===== config.mk =====
export PLATFORM = sky130hd
export DESIGN_NAME = lcrs_queue
export DESIGN_NICKNAME = d
export VERILOG_FILES = /design/src/hw/rtl/lcrs_pkg.sv /design/src/hw/rtl/lcrs_queue.sv
export SDC_FILE = /design/constraint.sdc
export NUM_CORES = 1
export LEC_CHECK = 0
export BUFFER_PORTS_ARGS = -buffer_cell sky130_fd_sc_hd__buf_2
export CORE_AREA = 2 2 225 227
export CTS_CLUSTER_DIAMETER = 80
export CTS_CLUSTER_SIZE = 16
export DETAILED_ROUTE_END_ITERATION = 10
export DIE_AREA = 0 0 227 229
export PLACE_DENSITY_LB_ADDON = 0.25
export SETUP_SLACK_MARGIN = 0.05
export SLEW_MARGIN = 10
export SYNTH_ARGS = -nofsm -noshare
export SYNTH_HDL_FRONTEND = slang
export SYNTH_SLANG_ARGS = --single-unit
export TNS_END_PERCENT = 50

===== constraint.sdc =====
create_clock -name clk -period 22 [get_ports clk]
set_clock_uncertainty 0.05 [all_clocks]
set_input_delay 2.2 -clock clk [delete_from_list [all_inputs] [get_ports clk]]
set_output_delay 2.2 -clock clk [all_outputs]
set_load 0.1 [all_outputs]

===== src/hw/rtl/lcrs_pkg.sv =====
// ----------------------------------------------------------------------------
// lcrs_pkg
// shared types, sizes and codes of the lock contention range statistics block
// ----------------------------------------------------------------------------
package lcrs_pkg;

  localparam int RANGE_ENTRIES = 256;
  localparam int CPU_SLOTS     = 16;
  localparam int TASK_SLOTS    = 64;

  localparam int RIDX_W = $clog2(RANGE_ENTRIES);
  localparam int RCNT_W = 9;
  localparam int CPU_W  = (CPU_SLOTS > 1) ? $clog2(CPU_SLOTS) : 1;
  localparam int TASK_W = (TASK_SLOTS > 1) ? $clog2(TASK_SLOTS) : 1;

  localparam int QDEPTH  = 2;
  localparam int QPTR_W  = $clog2(QDEPTH);
  localparam int QCNT_W  = $clog2(QDEPTH + 1);

  localparam logic [1:0] CMD_LOAD  = 2'd0;
  localparam logic [1:0] CMD_BEGIN = 2'd1;
  localparam logic [1:0] CMD_END   = 2'd2;
  localparam logic [1:0] CMD_READ  = 2'd3;

  localparam logic [5:0] FLAG_SPIN  = 6'd1;
  localparam logic [5:0] FLAG_READ  = 6'd2;
  localparam logic [5:0] FLAG_WRITE = 6'd4;

  localparam logic [2:0] ST_DONE     = 3'd0;
  localparam logic [2:0] ST_NO_RANGE = 3'd1;
  localparam logic [2:0] ST_BUSY     = 3'd2;
  localparam logic [2:0] ST_NO_MATCH = 3'd3;
  localparam logic [2:0] ST_NEGATIVE = 3'd4;

  typedef struct packed {
    logic [1:0]  command;
    logic [7:0]  range_index;
    logic [63:0] range_start;
    logic [63:0] range_length;
    logic [3:0]  range_kind;
    logic [63:0] lock_address;
    logic [5:0]  lock_flags;
    logic [63:0] timestamp_ns;
    logic [3:0]  cpu_index;
    logic [5:0]  task_slot;
  } in_t;

  typedef struct packed {
    logic [2:0]  status;
    logic [7:0]  matched_range;
    logic [63:0] dur_sum;
    logic [31:0] event_count;
    logic [63:0] dur_min;
    logic [63:0] dur_max;
    logic [5:0]  first_flags;
  } out_t;

  typedef struct packed {
    logic [1:0]        op;
    logic              idx_ok;
    logic              spin;
    logic [RIDX_W-1:0] idx;
    logic [63:0]       start;
    logic [63:0]       length;
    logic [3:0]        kind;
    logic [63:0]       addr;
    logic [5:0]        flags;
    logic [63:0]       now;
    logic [CPU_W-1:0]  cpu;
    logic [TASK_W-1:0] task_id;
  } qitem_t;

  typedef struct packed {
    logic [63:0] start;
    logic [63:0] length;
    logic [3:0]  kind;
  } tbl_t;

  typedef struct packed {
    logic [63:0] total;
    logic [31:0] count;
    logic [63:0] tmin;
    logic [63:0] tmax;
    logic [5:0]  flags;
  } stat_t;

  typedef struct packed {
    logic [63:0]       lock;
    logic [63:0]       t0;
    logic [5:0]        flags;
    logic [RIDX_W-1:0] rng;
  } pend_t;

endpackage


===== src/hw/rtl/lcrs_queue.sv =====
// ----------------------------------------------------------------------------
// lcrs_queue
// short queue of classified items between front and back
// ----------------------------------------------------------------------------
module lcrs_queue (
  input  logic             clk,
  input  logic             rst_n,
  input  logic             push,
  input  lcrs_pkg::qitem_t push_item,
  output logic             full,
  input  logic             pop,
  output logic             pop_valid,
  output lcrs_pkg::qitem_t pop_item
);

  lcrs_pkg::qitem_t mem_r [lcrs_pkg::QDEPTH];
  logic [lcrs_pkg::QPTR_W-1:0] wp_r, rp_r;
  logic [lcrs_pkg::QCNT_W-1:0] cnt_r;

  assign full      = cnt_r == lcrs_pkg::QCNT_W'(lcrs_pkg::QDEPTH);
  assign pop_valid = cnt_r != '0;
  assign pop_item  = mem_r[rp_r];

  always_ff @(posedge clk) begin
    if (push) begin
      mem_r[wp_r] <= push_item;
    end
  end

  always_ff @(posedge clk) begin
    if (!rst_n) begin
      wp_r  <= '0;
      rp_r  <= '0;
      cnt_r <= '0;
    end else begin
      if (push) begin
        wp_r <= (wp_r == lcrs_pkg::QPTR_W'(lcrs_pkg::QDEPTH - 1)) ? '0 : wp_r + 1'b1;
      end
      if (pop && pop_valid) begin
        rp_r <= (rp_r == lcrs_pkg::QPTR_W'(lcrs_pkg::QDEPTH - 1)) ? '0 : rp_r + 1'b1;
      end
      cnt_r <= cnt_r + lcrs_pkg::QCNT_W'(push) - lcrs_pkg::QCNT_W'(pop && pop_valid);
    end
  end

endmodule


Word-level counts from Yosys, hierarchy flattened

Memories as Yosys holds them, arrays and structs flattened. A register that Yosys moved wholly into a read port is not among the register bits.
Cells that the tools add are included.
W data, S select, Z words.

Register bits: 4
Bits in writable memories: 576
Word-level logic and storage cells: 17
Memories: 1

Memories:

| name  | depth | bits a word | rd ports | clocked after memory_dff | wr ports | RTL line         | RTL |
|---|---|---|---|---|---|---|---|
| mem_r | 2     | 288         | 1        | 1                        | 1        | lcrs_queue.sv:16 | `lcrs_pkg::qitem_t mem_r [lcrs_pkg::QDEPTH];` |

Add/sub/neg operators: 4
Equal/unequal tests: 1
Multiplexer cells: 6
Reduce and logical (&&, ||, !) cells: 2

Operator list:

| kind                  | count |
|---|---|
| $mux W1               | 6 |
| $add A1 B1 Y1 const B | 2 |
| $add A2 B1 Y2         | 1 |
| $eq A2 B2 Y1 const B  | 1 |
| $reduce_bool A2 Y1    | 1 |
| $sub A2 B1 Y2         | 1 |
| $logic_and A1 B1 Y1   | 1 |

Depth between registers and ports, before layout

Word-level depth: 4
Depth in mapped cells: 6

Worst setup path before layout

No wires, ideal clock.

Path type: in2reg
Start: in push
End: reg wp_r
Library setup time: 0.117 ns
Data arrival time: 15.543 ns
Required time: 21.833 ns
Slack: 6.290 ns
Stages on the path: 2
Cells stage by stage: nor2b_1 > o21a_1

RTL lines:

| what                 | RTL line         | RTL |
|---|---|---|
| from (decl)          | lcrs_queue.sv:8  | `input logic push,` |
| to (signal assigned) | lcrs_queue.sv:37 | `wp_r <= (wp_r == lcrs_pkg::QPTR_W'(lcrs_pkg::QDEPTH - 1)) ? '0 : wp_r + 1'b1;` |
| to (decl)            | lcrs_queue.sv:17 | `logic [lcrs_pkg::QPTR_W-1:0] wp_r, rp_r;` |

==> impl_metrics.ini <==
[logic_synthesis]
mappedNetlistArea_mm2 = 0.0219
ys_warn_count = 0
syn_area_per_cell_um2 = 23.8
ys_seq_elements = 581
ys_seq_area_frac = 0.796
synth.net_count = 1213
synth_cell_types = 16
synthCells = 919

[clock_tree]
cts_root_buf = clkbuf_16
hold_buffers = 0
numCtsBuffers = 43
cts_resized = 0
cts.path.max_buffers = 3
numClockSinks = 581
clk_pin_slew_ns = 0.07
insertion_delay_ns = 0.56
post_cts_buffers = 0
cts_tree = done
cts_htree_levels = 2

[worst_setup_path]
crit_arrival_ns = 3.89
crit_chain = buf_4, buf_4, mux2_4, buf_2
reg2reg_slack_ns = 18.84
worstPathRequired_ns = 19.75
critical-path-top-delay-family = buffers and inverters
crit_type = reg -> out
cp_max_fo = 61
crit_buf_inv = 3
cp-end-kind = primary output
rr_startpoint = wp_r
r2r-end = mem_r[0][213]
rr_worst_depth = 3
cp_num_cells = 4
cp_slowest_cell = buf_4
max_stage_delay_ns = 0.88
worstSetupStartpointType = flop
path_common_cell = buf_4
endpoint = pop_item[162]

[route]
via_count = 10800
routed_via_density = 4.85
drc = 0
wirelength_um = 47600
dr.pass1.iters = 4
ant_nets = 0
drtIter0Drc = 570
wl_per_cell_um = 21.5

[global_route]
grtUsageMet3 = 0.0602
use_met2 = 0.307
grt_pass1_vias = 11100
antenna_found_initial = 19
grt_busiest_layer = met2
grtUsageTotal = 0.176
grt_max_degree = 156
overflow = 0
grt_pass1_wl_um = 67300
met1_usage = 0.196

[sta]
hold_viol_final = 0
finalMaxSlewViolations = 0
maxSlewHeadroom = 0.247
period_share = 0.279
rsz0062_at_grt = no
fmaxAchievable_mhz = 163
period_minus_slack_ns = 6.14
tns_ns = 0
final-setup-viol-count = 0
tightest_slew_ns = 1.13

[job]
drv_cap = 0

[cells_and_area]
drive_gt1_frac = 0.607
fin_nets = 1816
nFillCells = 4035
final_core_util = 0.537
final_common_cell = buf_2
area_growth_pct = 21.9
layout_common_cells = buf_2, edfxtp_1, mux2_4

[pwr]
power.density_mw_per_mm2 = 127
pwr-share-seq = 0.387
power_frac_comb = 0.393
p_clk_frac = 0.219
switching_share = 0.420
vdd_ir_drop_max_uv = 95.9
p_switching_w = 0.00142
leakage_nw = 10.2
p_int_w = 0.00196

[place]
gp_congestion = 0.799
io_buffer_count = 581
dp_hpwl_um = 33400

[floorplanning]
rows = 82
start_util = 0.440
coreArea_mm2 = 0.0497
dieArea_mm2 = 0.0520
io_pins = 582
die_h_um = 229
die_w_um = 227

[min_path]
hold_class = reg -> reg

[outcome]
status = finished clean
[power by group through the flow]
stage,Combinational (W),Clock (W),Sequential (W)
finish,0.00133,0.000742,0.00131
global route,0.00136,0.000799,0.00131
CTS,0.00134,0.000763,0.00131
detailed placement,0.00134,0,0.00134
global placement,0.00133,0,0.00133
floorplan,0.00118,0,0.00134
[stage by stage]
step / hold WS (ns) / cell area [µm²] / total power [W] / worst slack (ns) / instances
6_report: 0.431 / 26700 / 0.00338 / 15.86 / 2217
5_1_grt: 0.469 / 26700 / 0.00348 / 15.62 / 2216
4_1_cts: 0.434 / 26600 / 0.00341 / 15.78 / 2207
3_5_place_dp: 0.417 / 25400 / 0.00267 / 16.41 / 2149
3_3_place_gp: 0.401 / 25400 / 0.00266 / 16.48 / 2149
2_1_floorplan: 0.402 / 21900 / 0.00252 / 6.29 / 919
[layout make-up]
cell class	instances	area, µm²	area share
Clock buffer	53	1160	0.0434
Clock inverter	5	83.8	0.00314
Multi-Input combinational cell	304	4140	0.155
Antenna cell	10	25.0	0.000939
Tap cell	672	841	0.0315
Sequential cell	581	17400	0.653
Timing Repair Buffer	590	3000	0.113
Inverter	2	7.51	0.000282
[worst min-delay path by stage]
stage	startpoint	to	slack [ns]	cells past startpoint
CTS	rp_r	flop	0.43	2
finish	rp_r	flop	0.43	2
floorplan	rp_r	flop	0.40	2
detailed placement	rp_r	flop	0.42	2
global route	rp_r	rp_r	0.47	2
global placement	rp_r	flop	0.40	2
[metal layers]
layer / part of all wire / wire length (µm) / vias up
met4: 0.030 / 1450 / 18
met2: 0.52 / 24800 / 364
met5: 0.0024 / 113 / -
met3: 0.084 / 4010 / 102
li1: - / - / 4868
met1: 0.36 / 17200 / 5399
[sequential cells by signal (all words and copies together), names as in the netlist, named ones only]
| signal | count |
|---|---|
| rp_r | 1 |
| mem_r | 576 |
| cnt_r | 2 |
| wp_r | 1 |
[kinds of logic (layout without fill, tap and decap cells)]
logic type                 count (synthesis)  after routing  synth area share
AOI/OAI and AO/OA                          2              2          0.000687
other                                      0             10                 0
xor gates and xnor gates                   1              1           0.00103
DFF                                      581            581             0.796
and+or+nand+nor                            9              9           0.00246
adders and majority gates                  2              2           0.00114
muxes                                    290            290             0.184
buffers and inverters                     34            650            0.0151
[worst min-delay path, delay by kind of cell, from the launching register on]
kind             cells  cell delay [ns]
DFF                  1             0.31
muxes                1             0.06
and+or+nand+nor      1             0.07
[synthesized netlist by cell type, drive strengths merged]
library cell | instances | area, µm²
xnor3 | 1 | 22.5
buf | 32 | 323
ha | 2 | 25.0
nand2b | 1 | 6.26
or2 | 1 | 6.26
mux2i | 2 | 20.0
inv | 2 | 7.51
dfxtp | 5 | 100
edfxtp | 576 | 17300
nor2b | 4 | 25.0
o21a | 2 | 15.0
mux2 | 288 | 4000
nand2 | 1 | 3.75
and2 | 2 | 12.5
(Power assumes the default switching activity.)
